<file path="config.mk">
export PLATFORM = sky130hd
export DESIGN_NAME = cvg_div_cell
export DESIGN_NICKNAME = d
export VERILOG_FILES = /design/src/circle_vertex_generator_assert.svh /design/src/cvg_pkg.sv /design/src/cvg_div_cell.sv
export SDC_FILE = /design/constraint.sdc
export NUM_CORES = 1
export LEC_CHECK = 0
export ABC_CLOCK_PERIOD_IN_PS = 2800
export BUFFER_PORTS_ARGS = -buffer_cell sky130_fd_sc_hd__buf_2
export CORE_MARGIN = 2
export CORE_UTILIZATION = 35
export DETAILED_ROUTE_END_ITERATION = 10
export PLACE_DENSITY = 0.63
export SLEW_MARGIN = 10
export SYNTH_ARGS = -nofsm -noshare
export SYNTH_HDL_FRONTEND = slang
export SYNTH_SLANG_ARGS = --single-unit
</file>
<file path="constraint.sdc">
create_clock -name clk -period 2.8 [get_ports clk]
set_input_delay 0.42 -clock clk [delete_from_list [all_inputs] [get_ports clk]]
set_output_delay 0.42 -clock clk [all_outputs]
set_load 0.01 [all_outputs]
</file>
<file path="src/circle_vertex_generator_assert.svh">
// Assertion macros for the circle vertex generator.
`ifndef CIRCLE_VERTEX_GENERATOR_ASSERT_SVH
`define CIRCLE_VERTEX_GENERATOR_ASSERT_SVH
// Same-cycle implication, checked outside reset.
`define CVG_ASSERT_IMPL(label, clk, rst, ante, cons) \
  label: assert property (@(posedge clk) disable iff (rst) (ante) |-> (cons)) \
    else $error("assertion failed");
// Next-cycle implication, also checked during reset.
`define CVG_ASSERT_NEXT(label, clk, ante, cons) \
  label: assert property (@(posedge clk) (ante) |=> (cons)) \
    else $error("assertion failed");
`endif

</file>
<file path="src/cvg_pkg.sv">
// Shared types, constants and the arctangent table of the circle vertex generator.
package cvg_pkg;
  localparam int MAX_SEGMENTS  = 4096;
  localparam int CORDIC_STAGES = 18;
  localparam int PHASE_BITS    = 32;
  localparam int CNT_W         = 13;
  localparam int CW            = 34;
  localparam logic signed [CW-1:0] GAIN_Q30 = 34'sd652032874;
  localparam logic signed [CW-1:0] ONE_Q30  = 34'sd1073741824;

  localparam logic [2:0] REG_CENTER_X = 3'd0;
  localparam logic [2:0] REG_CENTER_Y = 3'd1;
  localparam logic [2:0] REG_RADIUS   = 3'd2;
  localparam logic [2:0] REG_SEGMENTS = 3'd3;

  typedef struct packed {
    logic                   valid;
    logic                   err;
    logic                   ctr;
    logic [CNT_W-1:0]       rem;
    logic [PHASE_BITS-1:0]  quo;
    logic signed [CW-1:0]   x;
    logic signed [CW-1:0]   y;
    logic signed [CW-1:0]   z;
    logic [1:0]             quad;
  } item_t;

  // atan(2^-i) in units of 2^-32 turn.
  function automatic logic signed [CW-1:0] atan_turns(input logic [4:0] i);
    logic signed [CW-1:0] v;
    case (i)
      5'd0: v = 34'sd536870912;   5'd1: v = 34'sd316933406;
      5'd2: v = 34'sd167458907;   5'd3: v = 34'sd85004756;
      5'd4: v = 34'sd42667331;    5'd5: v = 34'sd21354465;
      5'd6: v = 34'sd10679838;    5'd7: v = 34'sd5340245;
      5'd8: v = 34'sd2670163;     5'd9: v = 34'sd1335087;
      5'd10: v = 34'sd667544;     5'd11: v = 34'sd333772;
      5'd12: v = 34'sd166886;     5'd13: v = 34'sd83443;
      5'd14: v = 34'sd41722;      5'd15: v = 34'sd20861;
      5'd16: v = 34'sd10430;      5'd17: v = 34'sd5215;
      5'd18: v = 34'sd2608;       5'd19: v = 34'sd1304;
      5'd20: v = 34'sd652;        5'd21: v = 34'sd326;
      5'd22: v = 34'sd163;        5'd23: v = 34'sd81;
      5'd24: v = 34'sd41;         5'd25: v = 34'sd20;
      5'd26: v = 34'sd10;         5'd27: v = 34'sd5;
      5'd28: v = 34'sd3;          5'd29: v = 34'sd1;
      default: v = '0;
    endcase
    return v;
  endfunction
endpackage

</file>
<file path="src/cvg_div_cell.sv">
// One restoring-division cell: produces one phase bit per item.
module cvg_div_cell (
  input  logic                       clk,
  input  logic                       rst,
  input  logic                       en,
  input  logic [cvg_pkg::CNT_W-1:0]  divisor,
  input  cvg_pkg::item_t             din,
  output cvg_pkg::item_t             dout
);
  logic [cvg_pkg::CNT_W:0] r2;
  logic                    ge;
  cvg_pkg::item_t          item_next;

  always_comb begin
    r2 = {din.rem, 1'b0};
    ge = r2 >= {1'b0, divisor};
    item_next = din;
    item_next.rem = ge ? cvg_pkg::CNT_W'(r2 - {1'b0, divisor}) : r2[cvg_pkg::CNT_W-1:0];
    item_next.quo = {din.quo[cvg_pkg::PHASE_BITS-2:0], ge};
  end

  always_ff @(posedge clk) begin
    if (rst) begin
      dout.valid <= 1'b0;
    end else if (en) begin
      dout.valid <= item_next.valid;
    end
    if (en) begin
      dout.err  <= item_next.err;
      dout.ctr  <= item_next.ctr;
      dout.rem  <= item_next.rem;
      dout.quo  <= item_next.quo;
      dout.x    <= item_next.x;
      dout.y    <= item_next.y;
      dout.z    <= item_next.z;
      dout.quad <= item_next.quad;
    end
  end
endmodule

</file>
==> results.yml <==
drt:
  via_per_inst: 4.522
  drt-wirelength-per-cell_um: 17.97
  drcViolationCount: 0
  drt_pass1_iterations: 4
  antenna_left: 0
  drt_iter0_drc: 165
  via_count: 3636
  drt_wl_total_um: 14440
min_path:
  hp-class: "in2reg"
floorplanning:
  fp.dieW_um: 128.7
  die_area_um2: 16560
  initial_utilization_pct: 35.79
  io-pin-count: 320
  core_area_um2: 15200
  fp-row-count: 45
  die_height_um: 128.7
pwr:
  power_mw: 5.764
  p_switching_mw: 1.375
  pwr-share-comb_pct: 12.3
  ir_worst_vdd_mv: 0.3819
  pwr-share-seq_pct: 48.1
  clockPowerShare_pct: 39.6
  p_leak_nw: 3.519
  power.internal_mw: 4.389
  swShare_pct: 23.86
  power_density_nw_per_um2: 728.9
cells_and_area:
  finalNonFillerCells: 804
  post-route-util_pct: 52.02
  final_nets: 786
  reg.largest.list: "dout (152)"
  n_fill_cell: 1307
  regMostFlops: "dout"
  drive_gt1_share_pct: 60.23
  n_antenna_cell: 0
  largest_register_ffs: 152
  postLayoutCellArea_um2: 7908
  area_growth_syn_to_layout_pct: 45.32
  ff_latch_area_um2: 4554
  multi_input_area_um2: 815.8
global_routing:
  grt_pass1_vias: 3480
  grt_max_degree: 60
  grt_antenna_before_repair: 1
  grt_use_total_pct: 16.42
  grt-ovfl-total: 0
  grt_pass1_wl_um: 19560
timing:
  fin_crit_sh_pct: 76.06
  setup_violations: 0
  fmax_mhz: 469.5
  slew_headroom_pct: 63.12
  drv_slew: 0
  finalClockSkew_ps: 0
  hold_violations: 0
  rsz0062_at_grt: "false"
  finalSetupTns_ps: 0
  fin_crit_ps: 2130
  tightestPinTransition_ps: 553.2
yosys:
  synth_cells: 264
  synth_top_area_cell: "edfxtp_1"
  synth.area.top_cells: "edfxtp_1 (83%), ha_1 (3.0%), mux2_4 (2.5%)"
  synth_async_sr_flop_share_pct: 0
  ys_warn_count: 0
  syn-num-nets: 446
  synth-edff-count: 151
  avgSynthCellArea_um2: 20.61
  synth.distinct_cells: 33
  ys_ff_latch: 152
  synth_seq_area_share_pct: 83.70
  synthFlopType: "edfxtp_1"
  synth.cell_area_um2: 5441
  yosysTopAreaCellShare_pct: 83.33
clock_network:
  insertion_delay_ps: 410
  cts_tree: "yes"
  cts_made_buffers: 17
  cts_root_buf: "clkbuf_16"
  holdBufCountCts: 0
  clk_pin_slew_ps: 60
  ctsResizeCount: 0
  clock_path_buffers: 2
  cts.sinks: 152
  cts_max_level: 4
  post_cts_buffers: 0
worst_setup_path:
  cp_data_arrival_time_ps: 2290
  crit_type: "in2reg"
  crit_path_end_kind: "flop"
  worstPathRequired_ps: 2960
  crit_path_start_kind: "input pin"
  cp_max_fo: 13
placed_design:
  postPlaceCellArea_um2: 7317
  numPortBuffers: 318
  place_congestion: 0.8223
  dp_cells: 773
  post-dp-hpwl_um: 11150
run_status:
  outcome: "finished, final reports clean"
job:
  maxCapViolations: 0
-- synth_stat cells, types with 2 or more instances --
library cell and instances:
ha_1 13, clkbuf_1 3, a21oi_1 10, nor2b_1 2, mux2i_1 4, o21ai_0 4
nand2_1 7, a21o_1 5, xor2_1 5, xnor2_1 5, mux2_2 3, mux2_4 9
nand3_1 5, nor2_1 4, o21a_1 2, a31oi_1 3, edfxtp_1 151, inv_1 13
and3_1 2
-- path summary, 6_finish.rpt --
path	start	end	slack, ps	depth (start not counted)
min	rst	dout[151]$_SDFFE_PP0P_	160	2
max reg2reg	dout[151]$_SDFFE_PP0P_	dout[151]$_SDFFE_PP0P_	2220	2
max	divisor[0]	dout[144]$_DFFE_PP_	670	8
min reg2reg	dout[151]$_SDFFE_PP0P_	dout[151]$_SDFFE_PP0P_	510	2
-- cells by family (layout without fill, tap and decap cells) --
| logic type | Yosys count | in the layout | share of synthesized area, % |
|---|---|---|---|
| fa+ha+maj | 14 | 14 | 3.357 |
| flops | 152 | 152 | 83.70 |
| compound gates | 31 | 31 | 3.817 |
| simple gates | 24 | 24 | 2.368 |
| xor+xnor | 10 | 10 | 1.609 |
| buf+inv | 17 | 369 | 1.311 |
| mux | 16 | 16 | 3.840 |
-- power by group through the flow --
stage	Combinational (mW)	Clock [mW]	Sequential (mW)
detailed placement	0.717	0	2.82
finish	0.709	2.28	2.77
floorplan	0.192	0	2.93
CTS	0.721	2.34	2.77
global route	0.765	2.42	2.79
global placement	0.705	0	2.81
-- stage by stage --
step                      hold slack [ps]  worst slack [ps]
after detailed placement            489.3             211.2
after global routing                132.6             544.4
after global placement              470.7             213.9
after CTS                           127.1             660.0
final                               155.9             670.3
after floorplan                     492.4             296.2
-- worst max-delay path, cell delays in order --
cell and delay [ps]:
buf_2 90, inv_1 70, fa_1 470, a21o_1 210
a221oi_2 250, a211o_2 200, nand3_4 220, mux2_4 360
-- cell usage in the layout, fill, tap and decap left out, types with 2 or more instances in the layout --
master	instances
o21a_1	2
and3_1	2
buf_2	317
a21oi_1	10
o21ai_0	4
xor2_1	5
nand3_1	5
mux2i_1	4
a21o_1	5
inv_8	3
mux2_2	3
nand2_1	7
ha_1	13
clkbuf_16	17
inv_1	13
a31oi_1	3
buf_4	6
bufinv_16	2
mux2_4	9
edfxtp_1	151
inv_6	4
nor2_1	4
clkinvlp_4	3
xnor2_1	5
nor2b_1	2
-- layer usage --
metal  up-vias  GRT usage, %  wire (µm)
met2       162         30.19       7897
met1      1742         17.11       5181
met4         2         6.714        189
li1       1716             -          -
met3        14         5.613       1161
met5         -             0         13
-- layout make-up --
type / count / area share (%)
sequential: 152 / 57.59
multi-input combinational: 95 / 10.32
clock inverter: 14 / 2.089
inverter: 13 / 0.6171
clock buffer: 17 / 5.380
timing repair buffer: 325 / 21.03
tap: 188 / 2.975
Power figures use the tool's default switching activity.
