<file path="src/circle_vertex_generator_assert.svh">
// Assertion macros for the circle vertex generator.
`ifndef CIRCLE_VERTEX_GENERATOR_ASSERT_SVH
`define CIRCLE_VERTEX_GENERATOR_ASSERT_SVH
// Same-cycle implication, checked outside reset.
`define CVG_ASSERT_IMPL(label, clk, rst, ante, cons) \
  label: assert property (@(posedge clk) disable iff (rst) (ante) |-> (cons)) \
    else $error("assertion failed");
// Next-cycle implication, also checked during reset.
`define CVG_ASSERT_NEXT(label, clk, ante, cons) \
  label: assert property (@(posedge clk) (ante) |=> (cons)) \
    else $error("assertion failed");
`endif

</file>
<file path="src/cvg_pkg.sv">
// Shared types, constants and the arctangent table of the circle vertex generator.
package cvg_pkg;
  localparam int MAX_SEGMENTS  = 4096;
  localparam int CORDIC_STAGES = 18;
  localparam int PHASE_BITS    = 32;
  localparam int CNT_W         = 13;
  localparam int CW            = 34;
  localparam logic signed [CW-1:0] GAIN_Q30 = 34'sd652032874;
  localparam logic signed [CW-1:0] ONE_Q30  = 34'sd1073741824;

  localparam logic [2:0] REG_CENTER_X = 3'd0;
  localparam logic [2:0] REG_CENTER_Y = 3'd1;
  localparam logic [2:0] REG_RADIUS   = 3'd2;
  localparam logic [2:0] REG_SEGMENTS = 3'd3;

  typedef struct packed {
    logic                   valid;
    logic                   err;
    logic                   ctr;
    logic [CNT_W-1:0]       rem;
    logic [PHASE_BITS-1:0]  quo;
    logic signed [CW-1:0]   x;
    logic signed [CW-1:0]   y;
    logic signed [CW-1:0]   z;
    logic [1:0]             quad;
  } item_t;

  // atan(2^-i) in units of 2^-32 turn.
  function automatic logic signed [CW-1:0] atan_turns(input logic [4:0] i);
    logic signed [CW-1:0] v;
    case (i)
      5'd0: v = 34'sd536870912;   5'd1: v = 34'sd316933406;
      5'd2: v = 34'sd167458907;   5'd3: v = 34'sd85004756;
      5'd4: v = 34'sd42667331;    5'd5: v = 34'sd21354465;
      5'd6: v = 34'sd10679838;    5'd7: v = 34'sd5340245;
      5'd8: v = 34'sd2670163;     5'd9: v = 34'sd1335087;
      5'd10: v = 34'sd667544;     5'd11: v = 34'sd333772;
      5'd12: v = 34'sd166886;     5'd13: v = 34'sd83443;
      5'd14: v = 34'sd41722;      5'd15: v = 34'sd20861;
      5'd16: v = 34'sd10430;      5'd17: v = 34'sd5215;
      5'd18: v = 34'sd2608;       5'd19: v = 34'sd1304;
      5'd20: v = 34'sd652;        5'd21: v = 34'sd326;
      5'd22: v = 34'sd163;        5'd23: v = 34'sd81;
      5'd24: v = 34'sd41;         5'd25: v = 34'sd20;
      5'd26: v = 34'sd10;         5'd27: v = 34'sd5;
      5'd28: v = 34'sd3;          5'd29: v = 34'sd1;
      default: v = '0;
    endcase
    return v;
  endfunction
endpackage

</file>
<file path="src/cvg_cordic_cell.sv">
// One CORDIC rotation cell.
module cvg_cordic_cell (
  input  logic            clk,
  input  logic            rst,
  input  logic            en,
  input  logic [4:0]      shift,
  input  cvg_pkg::item_t  din,
  output cvg_pkg::item_t  dout
);
  logic signed [cvg_pkg::CW-1:0] dx;
  logic signed [cvg_pkg::CW-1:0] dy;
  logic signed [cvg_pkg::CW-1:0] a;
  cvg_pkg::item_t                item_next;

  always_comb begin
    dx = din.y >>> shift;
    dy = din.x >>> shift;
    a  = cvg_pkg::atan_turns(shift);
    item_next = din;
    if (!din.z[cvg_pkg::CW-1]) begin
      item_next.x = din.x - dx;
      item_next.y = din.y + dy;
      item_next.z = din.z - a;
    end else begin
      item_next.x = din.x + dx;
      item_next.y = din.y - dy;
      item_next.z = din.z + a;
    end
  end

  always_ff @(posedge clk) begin
    if (rst) begin
      dout.valid <= 1'b0;
    end else if (en) begin
      dout.valid <= item_next.valid;
    end
    if (en) begin
      dout.err  <= item_next.err;
      dout.ctr  <= item_next.ctr;
      dout.rem  <= item_next.rem;
      dout.quo  <= item_next.quo;
      dout.x    <= item_next.x;
      dout.y    <= item_next.y;
      dout.z    <= item_next.z;
      dout.quad <= item_next.quad;
    end
  end
endmodule
</file>
<file path="config.mk">
export PLATFORM = sky130hd
export DESIGN_NAME = cvg_cordic_cell
export DESIGN_NICKNAME = d
export VERILOG_FILES = /design/src/circle_vertex_generator_assert.svh /design/src/cvg_pkg.sv /design/src/cvg_cordic_cell.sv
export SDC_FILE = /design/constraint.sdc
export NUM_CORES = 1
export LEC_CHECK = 0
export ABC_CLOCK_PERIOD_IN_PS = 6800
export BUFFER_PORTS_ARGS = -buffer_cell sky130_fd_sc_hd__buf_2
export CAP_MARGIN = 20
export CELL_PAD_IN_SITES_DETAIL_PLACEMENT = 2
export CELL_PAD_IN_SITES_GLOBAL_PLACEMENT = 2
export CORE_UTILIZATION = 32
export DETAILED_ROUTE_END_ITERATION = 8
export GPL_ROUTABILITY_DRIVEN = 0
export PLACE_DENSITY = 0.88
export SYNTH_ARGS = -nofsm -noshare
export SYNTH_HDL_FRONTEND = slang
export SYNTH_SLANG_ARGS = --single-unit
</file>
<file path="constraint.sdc">
create_clock -name clk -period 6.8 [get_ports clk]
set_clock_uncertainty 0.05 [all_clocks]
set_input_delay 0.34 -clock clk [delete_from_list [all_inputs] [get_ports clk]]
set_output_delay 0.34 -clock clk [all_outputs]
set_load 0.02 [all_outputs]
</file>
==> results of run 1 <==
==> worst max-delay path: cells and delay by family <==
family | cells | cell delay [ns]
and+or+nand+nor | 5 | 1.38
xor gates and xnor gates | 2 | 0.26
adders and majority gates | 1 | 0.37
buffers and inverters | 3 | 0.89
AOI/OAI and AO/OA | 10 | 2.62
muxes | 1 | 0.55
==> kinds of logic (layout without fill, tap and decap cells) <==
family                   Yosys count  after routing
flip-flops                       152            152
buffers and inverters            163            521
adder cells (fa/ha/maj)          113            113
XOR/XNOR                         176            176
other                              0              3
AND/OR/NAND/NOR                  533            533
multiplexers                     200            200
AO/OA/AOI/OAI                    567            567
==> area by class of cell <==
cell class,instances,area [µm²]
fillers,6041,33600
multi-input cells,1589,12500
flip-flops and latches,152,4550
repair buffers,434,2700
well taps,748,936
clock buffers,17,425
inverters,55,206
clock inverters,15,178
diodes,3,7.51
==> worst paths after layout <==
path                            slack (ns)                     end  cells past startpoint                   start
worst max-delay path                  0.51     dout[102]$_DFFE_PP_                     22                shift[0]
worst min-delay path                  0.05  dout[151]$_SDFFE_PP0P_                      3                din[151]
worst max register to register        6.17  dout[151]$_SDFFE_PP0P_                      2  dout[151]$_SDFFE_PP0P_
worst min register to register        0.45  dout[151]$_SDFFE_PP0P_                      2  dout[151]$_SDFFE_PP0P_
==> placed cells by master (no fill, tap or decap), types with 50 or more instances in the layout <==
cell / n
mux4_2: 91
ha_1: 110
xnor2_1: 121
o21ai_0: 84
buf_4: 69
edfxtp_1: 151
dlygate4sd3_1: 50
buf_2: 307
nand2_1: 155
xor2_1: 55
nor2_1: 160
inv_1: 53
mux2i_1: 73
a21oi_1: 159
==> metrics by stage <==
step | cell area, µm² | instances | total power [mW] | hold slack [ns]
finish | 21500 | 3013 | 4.90 | 0.0492
global route | 21500 | 3011 | 5.14 | 0.0725
global placement | 20400 | 2928 | 3.70 | 0.418
floorplan | 17800 | 1904 | 3.00 | 0.362
CTS | 21500 | 3010 | 4.88 | 0.0192
detailed placement | 20400 | 2928 | 3.82 | 0.436
==> power breakdown <==
group	leakage (nW)	switching [mW]	internal, mW
Sequential	1.49	0.0572	1.31
Combinational	7.03	1.56	0.954
Clock	0.293	0.517	0.498
Total	8.81	2.14	2.76
==> routing by layer <==
| metal | GRT usage (%) | vias to the layer above | wire (µm) |
|---|---|---|---|
| met5 | 0 | - | 13 |
| met4 | 15.6 | 2 | 4280 |
| met3 | 6.43 | 268 | 6440 |
| met2 | 49.4 | 945 | 40500 |
| met1 | 33.7 | 9303 | 31600 |
| li1 | - | 7986 | - |
==> results.toml, run 1 <==
[status]
outcome = "complete, no violations"

[clock_network]
cts_tree = "yes"
post-cts-setup-buffers = 0
numCtsBuffers = 17
clk_pin_slew_worst_paths_ns = 0.08
hold_buffers = 50
clock_latency_ns = 0.48
cts_root_buffer = "clkbuf_16"
cts_resized = 0
cts_buffer_depth = 2
cts.sinks = 152
htree_levels = 4

[sta]
setup_ws_ns = 0.507
post-route-period-util_pct = 92.5
fmax_ghz = 0.159
hold_viol_final = 0
worstMarginPinSlew_ns = 0.963
slew_headroom_pct = 35.4
rsz0062_at_grt = "no"
fin_tns_setup_ns = 0
setup_violations = 0
fin_crit_ns = 6.29
slew_viol_final = 0

[job]
maxCapViolCount = 0

[synthesis]
ys_top_cells_by_count = "nor2_1 (160), a21oi_1 (159), nand2_1 (155)"
synth_area_leaders = "edfxtp_1 (25%), mux4_2 (12%), ha_1 (7.7%), xnor2_1 (6.0%), a21oi_1 (4.5%)"
synth-seq-area-share_pct = 25.6
postSynth.asyncResetShare_pct = 0
syn_area_mm2 = 0.0178
synth_mux_area_share_pct = 17.9
syn_avg_cell_area_um2 = 9.35
yosysTopAreaCell = "edfxtp_1"
synth-edff-count = 151
synthFlopType = "edfxtp_1"
synth-xor-area-share_pct = 8.66
ys_ff_latch = 152
yosysWarnings = 0
synth_nets = 2177
synth_fa_ha_area_share_pct = 8.07
synth_top_family_by_area = "compound AO/OA/AOI/OAI gates"
synth_compound_area_share_pct = 21.0
synth_most_common_cell = "nor2_1"
synth-simple-area-share_pct = 14.5
syn_inst = 1904
synth.distinct_cells = 88
synth_top_area_share_pct = 25.5

[pwr]
leakagePower_nw = 8.81
power.density_mw_per_mm2 = 228
peakVddDrop_v = 0.000207

[routing]
drtPass1Iterations = 5
vias_per_cell = 6.14
drc = 0
drtIter0Drc = 1699
wl_per_cell_um = 27.5
ant_nets = 0
wl_um = 82900
route.vias.total = 18500

[global_routing]
grt_max_degree = 69
grt-ovfl-total = 0
grt_pass1_vias = 20000
gr-usage-all-layers_pct = 28.9
grt_pass1_wl_um = 125000
grt_antenna_before_repair = 3

[layout]
fin_nets = 2522
reg_top3 = "dout (152)"
top_register = "dout"
layout-drive-gt1-share_pct = 25.4
largest_reg_flops = 152
syn2layout_area_growth_pct = 20.8
final_util_pct = 39.0

[placement]
dp_hpwl_um = 63700
portBuffers = 311
place_ws_ns = 0.127

[critical_path]
crit_path_top_delay_cell = "a22oi_1"
crit_top_cell = "a21o_1"
critPathLaunchType = "input port"
path_class = "in2reg"
timing.critical_path.cells = "buf_6 -> buf_12 -> buf_4 -> mux4_2 -> a22oi_1 -> and4_1 -> nand2_1 -> nor4b_4 -> and2_1 -> nor2_1 -> xnor2_1 -> ha_1 -> a21o_1 -> a21o_1 -> a21o_1 -> a21oi_1 -> o211ai_1 -> a2111oi_0 -> o41a_1 -> o21ai_0 -> a21oi_1 -> xnor2_1"
critPathRequiredTime_ns = 7.00
arrival_ns = 6.49
slowest_delay_ns = 0.56
crit_path_end_kind = "register"
crit_fanout = 44

[floorplan]
coreArea_mm2 = 0.0551
initial_core_util_pct = 32.3
io_pins = 312
die_h_um = 238
dieArea_mm2 = 0.0566
fp-row-count = 86
die_w_um = 238

[worst_hold_path]
min_path_type = "in2reg"
Power figures use the tool's default switching activity.
==> run 2: changes to the inputs <==
- BUFFER_PORTS_ARGS: -buffer_cell sky130_fd_sc_hd__buf_2 -> -buffer_cell sky130_fd_sc_hd__clkbuf_2
==> run 2 against run 1 <==
Compared with the run above: the run now ends with DRC left; wire length shrank 1.5%; first-iteration DRC count is 18% lower; register-to-register slack got worse by 0.03 ns; clock power barely moved; utilization down 0.18 points; non-clock buffer count decreased by 17; final cell count down 0.56%.
==> results.toml, run 2 (synthesized netlist as in run 1, its figures left out) <==
[pwr]
power_mw = 4.86
peakVddDrop_v = 0.000169
power.density_mw_per_mm2 = 227
leakagePower_nw = 8.80

[worst_hold_path]
min_path_type = "in2reg"
hp-start = "din[151]"
holdPathEnd = "dout[151]$_SDFFE_PP0P_"
hold_depth = 3

[global_routing]
grt_antenna_before_repair = 3
grt-ovfl-total = 0
grt_pass1_wl_um = 123000
grt_max_degree = 79
gr-usage-all-layers_pct = 28.6
grt_pass1_vias = 19700

[layout]
fin_nets = 2505
final_cell_mix = "clkbuf_2 (306), a21oi_1 (159), nor2_1 (159)"
reg_top3 = "dout (152)"
fillers = 6146
finalNonFillerCells = 2996
final_common_cell = "clkbuf_2"
layout-drive-gt1-share_pct = 24.9
top_register = "dout"
fin_area_mm2 = 0.0214
largest_reg_flops = 152
final_util_pct = 38.9
syn2layout_area_growth_pct = 20.2

[sta]
fin_tns_setup_ns = 0
slew_viol_final = 0
worstMarginPinSlew_ns = 1.09
post-route-period-util_pct = 91.9
whs_ns = 0.0638
hold_viol_final = 0
setup_violations = 0
fmax_ghz = 0.160
fin_crit_ns = 6.25
setup_ws_ns = 0.554
rsz0062_at_grt = "no"
slew_headroom_pct = 25.5

[routing]
vias_per_cell = 6.12
drtPass1Iterations = 7
route.vias.total = 18300
drc = 3
wl_per_cell_um = 27.3
ant_nets = 0
wl_um = 81700
drtIter0Drc = 1388

[critical_path]
arrival_ns = 6.43
r2r_setup_slack_ns = 6.14
crit_fanout = 49
rr_worst_depth = 2
critPathRequiredTime_ns = 6.99
reg2reg_from = "dout[151]$_SDFFE_PP0P_"
crit_path_end_kind = "register"
path_class = "in2reg"
worstReg2RegEnd = "dout[151]$_SDFFE_PP0P_"
critPathLaunchType = "input port"

[clock_network]
cts_buffer_depth = 2
htree_levels = 4
post-cts-setup-buffers = 0
cts.sinks = 152
cts_tree = "yes"
cts_root_buffer = "clkbuf_16"
clock_latency_ns = 0.49
numCtsBuffers = 17
clk_pin_slew_worst_paths_ns = 0.07

[placement]
dp_hpwl_um = 62400
numPlacedInstances = 2910
dpl_cell_area_mm2 = 0.0203
portBuffers = 311
place_ws_ns = 0.0406

[job]
maxCapViolCount = 0

[floorplan]
die_h_um = 238
die_w_um = 238
io_pins = 312
fp-row-count = 86
dieArea_mm2 = 0.0566
initial_core_util_pct = 32.3
coreArea_mm2 = 0.0551

[status]
outcome = "finished, violations left"
failed_checks = "DRC"
[run 2: layout make-up]
class                   instances  area (µm²)  area share, %
clock inverters                15         168          0.783
multi-input cells            1589       12500           58.4
diodes                          3        7.51         0.0351
flip-flops and latches        152        4550           21.3
repair buffers                417        2610           12.2
inverters                      55         206          0.964
well taps                     748         936           4.37
clock buffers                  17         425           1.99
[run 2: worst max-delay path by stage]
stage / cells past startpoint / startpoint / to
after CTS: 23 / shift[0] / dout[69]$_DFFE_PP_
after floorplan: 26 / shift[1] / dout[34]$_DFFE_PP_
after global routing: 22 / shift[0] / dout[69]$_DFFE_PP_
final: 22 / shift[0] / dout[69]$_DFFE_PP_
after global placement: 21 / shift[0] / dout[102]$_DFFE_PP_
after detailed placement: 23 / shift[0] / dout[69]$_DFFE_PP_
[run 2: repair_timing]
item | in CTS | in global routing
setup endpoints to repair | 0 | 1
endpoints found under the hold margin | 50 | 0
hold buffers | 50 | 0
resized for setup | 0 | 4
[run 2: routing by layer]
metal / GRT usage, % / vias up / share of wire (%)
met5: 0 / - / 0
met4: 16.5 / 0 / 5.7
met3: 5.70 / 256 / 7.6
met2: 48.3 / 913 / 48
met1: 33.7 / 9199 / 38
li1: - / 7967 / -
[run 2: where the power goes]
group / switching [mW] / internal [mW] / leakage [nW] / total [mW]
clock: 0.503 / 0.495 / 0.289 / 0.997
sequential: 0.0645 / 1.31 / 1.49 / 1.37
combinational: 1.55 / 0.940 / 7.03 / 2.49
total: 2.12 / 2.74 / 8.80 / 4.86
[run 2: critical path, cell delays in order]
cell	delay, ns
clkbuf_8	0.39
mux4_2	0.59
a222oi_1	0.57
a221oi_1	0.30
a2111oi_2	0.45
nand3_1	0.20
nor2_2	0.28
nand2_1	0.12
nor3_1	0.39
nor2_1	0.11
xnor2_1	0.15
ha_1	0.39
a21oi_1	0.26
o22ai_1	0.12
nor2_1	0.11
o21ai_0	0.15
a211o_1	0.32
o221a_2	0.29
a2111oi_1	0.38
o21bai_1	0.13
a21oi_1	0.19
xnor2_1	0.09
==> run 3: changes to the inputs <==
- RECOVER_POWER: unset -> 50
==> run 3 against run 2 <==
Compared with the run above: the run ends with capacitance limit, slew limit left; largest cell class unchanged; register-to-register slack worse by 0.08 ns; utilization down 0.27 points; global-route usage unchanged; critical path depth unchanged.
==> results.toml, run 3 (synthesized netlist as in run 1, its figures left out) <==
[status]
outcome = "finished, violations left"
failed_checks = "capacitance limit, slew limit"

[clock_network]
cts.sinks = 152
cts_root_buffer = "clkbuf_16"
clock_latency_ns = 0.49
clk_pin_slew_worst_paths_ns = 0.07
cts_buffer_depth = 2
htree_levels = 4
numCtsBuffers = 17
cts_tree = "yes"

[pwr]
swShare_pct = 43.8
power.density_mw_per_mm2 = 227
switchingPower_mw = 2.11
pwr-share-comb_pct = 50.8
leakagePower_nw = 8.47
clockPowerShare_pct = 20.7
seq_power_share_pct = 28.5
peakVddDrop_v = 0.000168
power_mw = 4.82
cell_internal_pwr_mw = 2.71

[critical_path]
critPathRequiredTime_ns = 6.99
slowest_delay_ns = 0.59
timing.critical_path.cells = "clkbuf_8 -> mux4_2 -> a222oi_1 -> a221oi_1 -> a2111oi_2 -> nand3_1 -> nor2_2 -> nand2_1 -> nor3_1 -> nor2_1 -> xnor2_1 -> ha_1 -> a21oi_1 -> o22ai_1 -> nor2_1 -> o21ai_0 -> a211o_1 -> o221a_2 -> a2111oi_1 -> o21bai_1 -> a21oi_1 -> xnor2_1"
crit_path_top_delay_cell = "mux4_2"
path_class = "in2reg"
rr_worst_depth = 2
crit_path_end_kind = "register"
cp_num_buf_inv = 1
crit_fanout = 49
arrival_ns = 6.39
path_depth = 22
critPathLaunchType = "input port"
critical-path-top-delay-family = "compound AO/OA/AOI/OAI gates"

[sta]
slew_viol_final = 79
fmax_ghz = 0.161
slew_headroom_pct = -212
rsz0062_at_grt = "no"
fin_tns_setup_ns = 0
setup_ws_ns = 0.594
worstMarginPinSlew_ns = 4.68
hold_viol_final = 0
whs_ns = 0.0648
fin_crit_ns = 6.21
setup_violations = 0
post-route-period-util_pct = 91.3

[global_routing]
grt_max_degree = 79
gr-usage-all-layers_pct = 28.6
grt_pass1_vias = 19700
grt_pass1_wl_um = 123000
grt_antenna_before_repair = 3
grt-ovfl-total = 0

[layout]
fin_nets = 2505
reg_top3 = "dout (152)"
final_common_cell = "clkbuf_2"
largest_reg_flops = 152
top_register = "dout"
final_cell_mix = "clkbuf_2 (194), a21oi_1 (159), nor2_1 (159)"
syn2layout_area_growth_pct = 19.4
layout-drive-gt1-share_pct = 19.8
fillers = 6201

[routing]
drc = 0
vias_per_cell = 6.13
route.vias.total = 18400
wl_um = 81700
drtIter0Drc = 1387
ant_nets = 0
wl_per_cell_um = 27.3
drtPass1Iterations = 5

[placement]
dp_hpwl_um = 62400
place_ws_ns = 0.0406
portBuffers = 311

[worst_hold_path]
hold_depth = 3
min_path_type = "in2reg"

[floorplan]
initial_core_util_pct = 32.3
coreArea_mm2 = 0.0551
io_pins = 312
dieArea_mm2 = 0.0566
die_w_um = 238
die_h_um = 238
fp-row-count = 86

[job]
maxCapViolCount = 1
-- run 3: power by group through the flow --
stage          sequential, mW  clock, mW  combinational [mW]
2_1_floorplan            1.64          0                1.36
3_3_place_gp             1.39          0                2.30
3_5_place_dp             1.40          0                2.41
4_1_cts                  1.38       1.02                2.46
5_1_grt                  1.40       1.05                2.62
6_report                 1.38      0.998                2.45
-- run 3: worst reg2reg max path, delay by kind of cell, from the launching register on --
| kind | cells | cell delay (ns) |
|---|---|---|
| flops | 1 | 0.33 |
| mux | 1 | 0.07 |
| simple gates | 1 | 0.21 |
-- run 3: layer usage --
metal,vias to the layer above,GRT usage (%),wire [µm]
met5,-,0,0
met3,262,5.70,6430
met4,0,16.5,4600
met1,9195,33.7,31100
met2,946,48.3,39600
li1,7963,-,-
-- run 3: worst paths after layout --
path / end / slack [ns] / from
min: dout[151]$_SDFFE_PP0P_ / 0.06 / din[151]
max reg2reg: dout[151]$_SDFFE_PP0P_ / 6.06 / dout[151]$_SDFFE_PP0P_
min reg2reg: dout[151]$_SDFFE_PP0P_ / 0.47 / dout[151]$_SDFFE_PP0P_
max: dout[69]$_DFFE_PP_ / 0.59 / shift[0]
-- run 3: through the flow --
step           cells  util [%]  area [µm²]
5_1_grt         2994      38.6       21300
4_1_cts         2992      38.8       21400
6_report        2996      38.6       21300
3_5_place_dp    2910      36.8       20300
3_3_place_gp    2910      36.8       20300
2_1_floorplan   1904         -       17800
-- run 3: final cells by class --
type	instances	area, µm²	area share (%)
inverter	55	206	0.971
clock buffer	17	425	2.00
tap	748	936	4.40
antenna	3	7.51	0.0353
clock inverter	15	168	0.789
multi-input combinational	1589	12500	58.8
timing repair buffer	417	2460	11.6
sequential	152	4550	21.4
-- run 3: what timing repair did --
item | in CTS | in global routing
gates resized for setup | 0 | 4
hold endpoints to repair | 50 | 0
hold buffers | 50 | 0
setup buffers | 0 | 0
setup endpoints to repair | 0 | 1
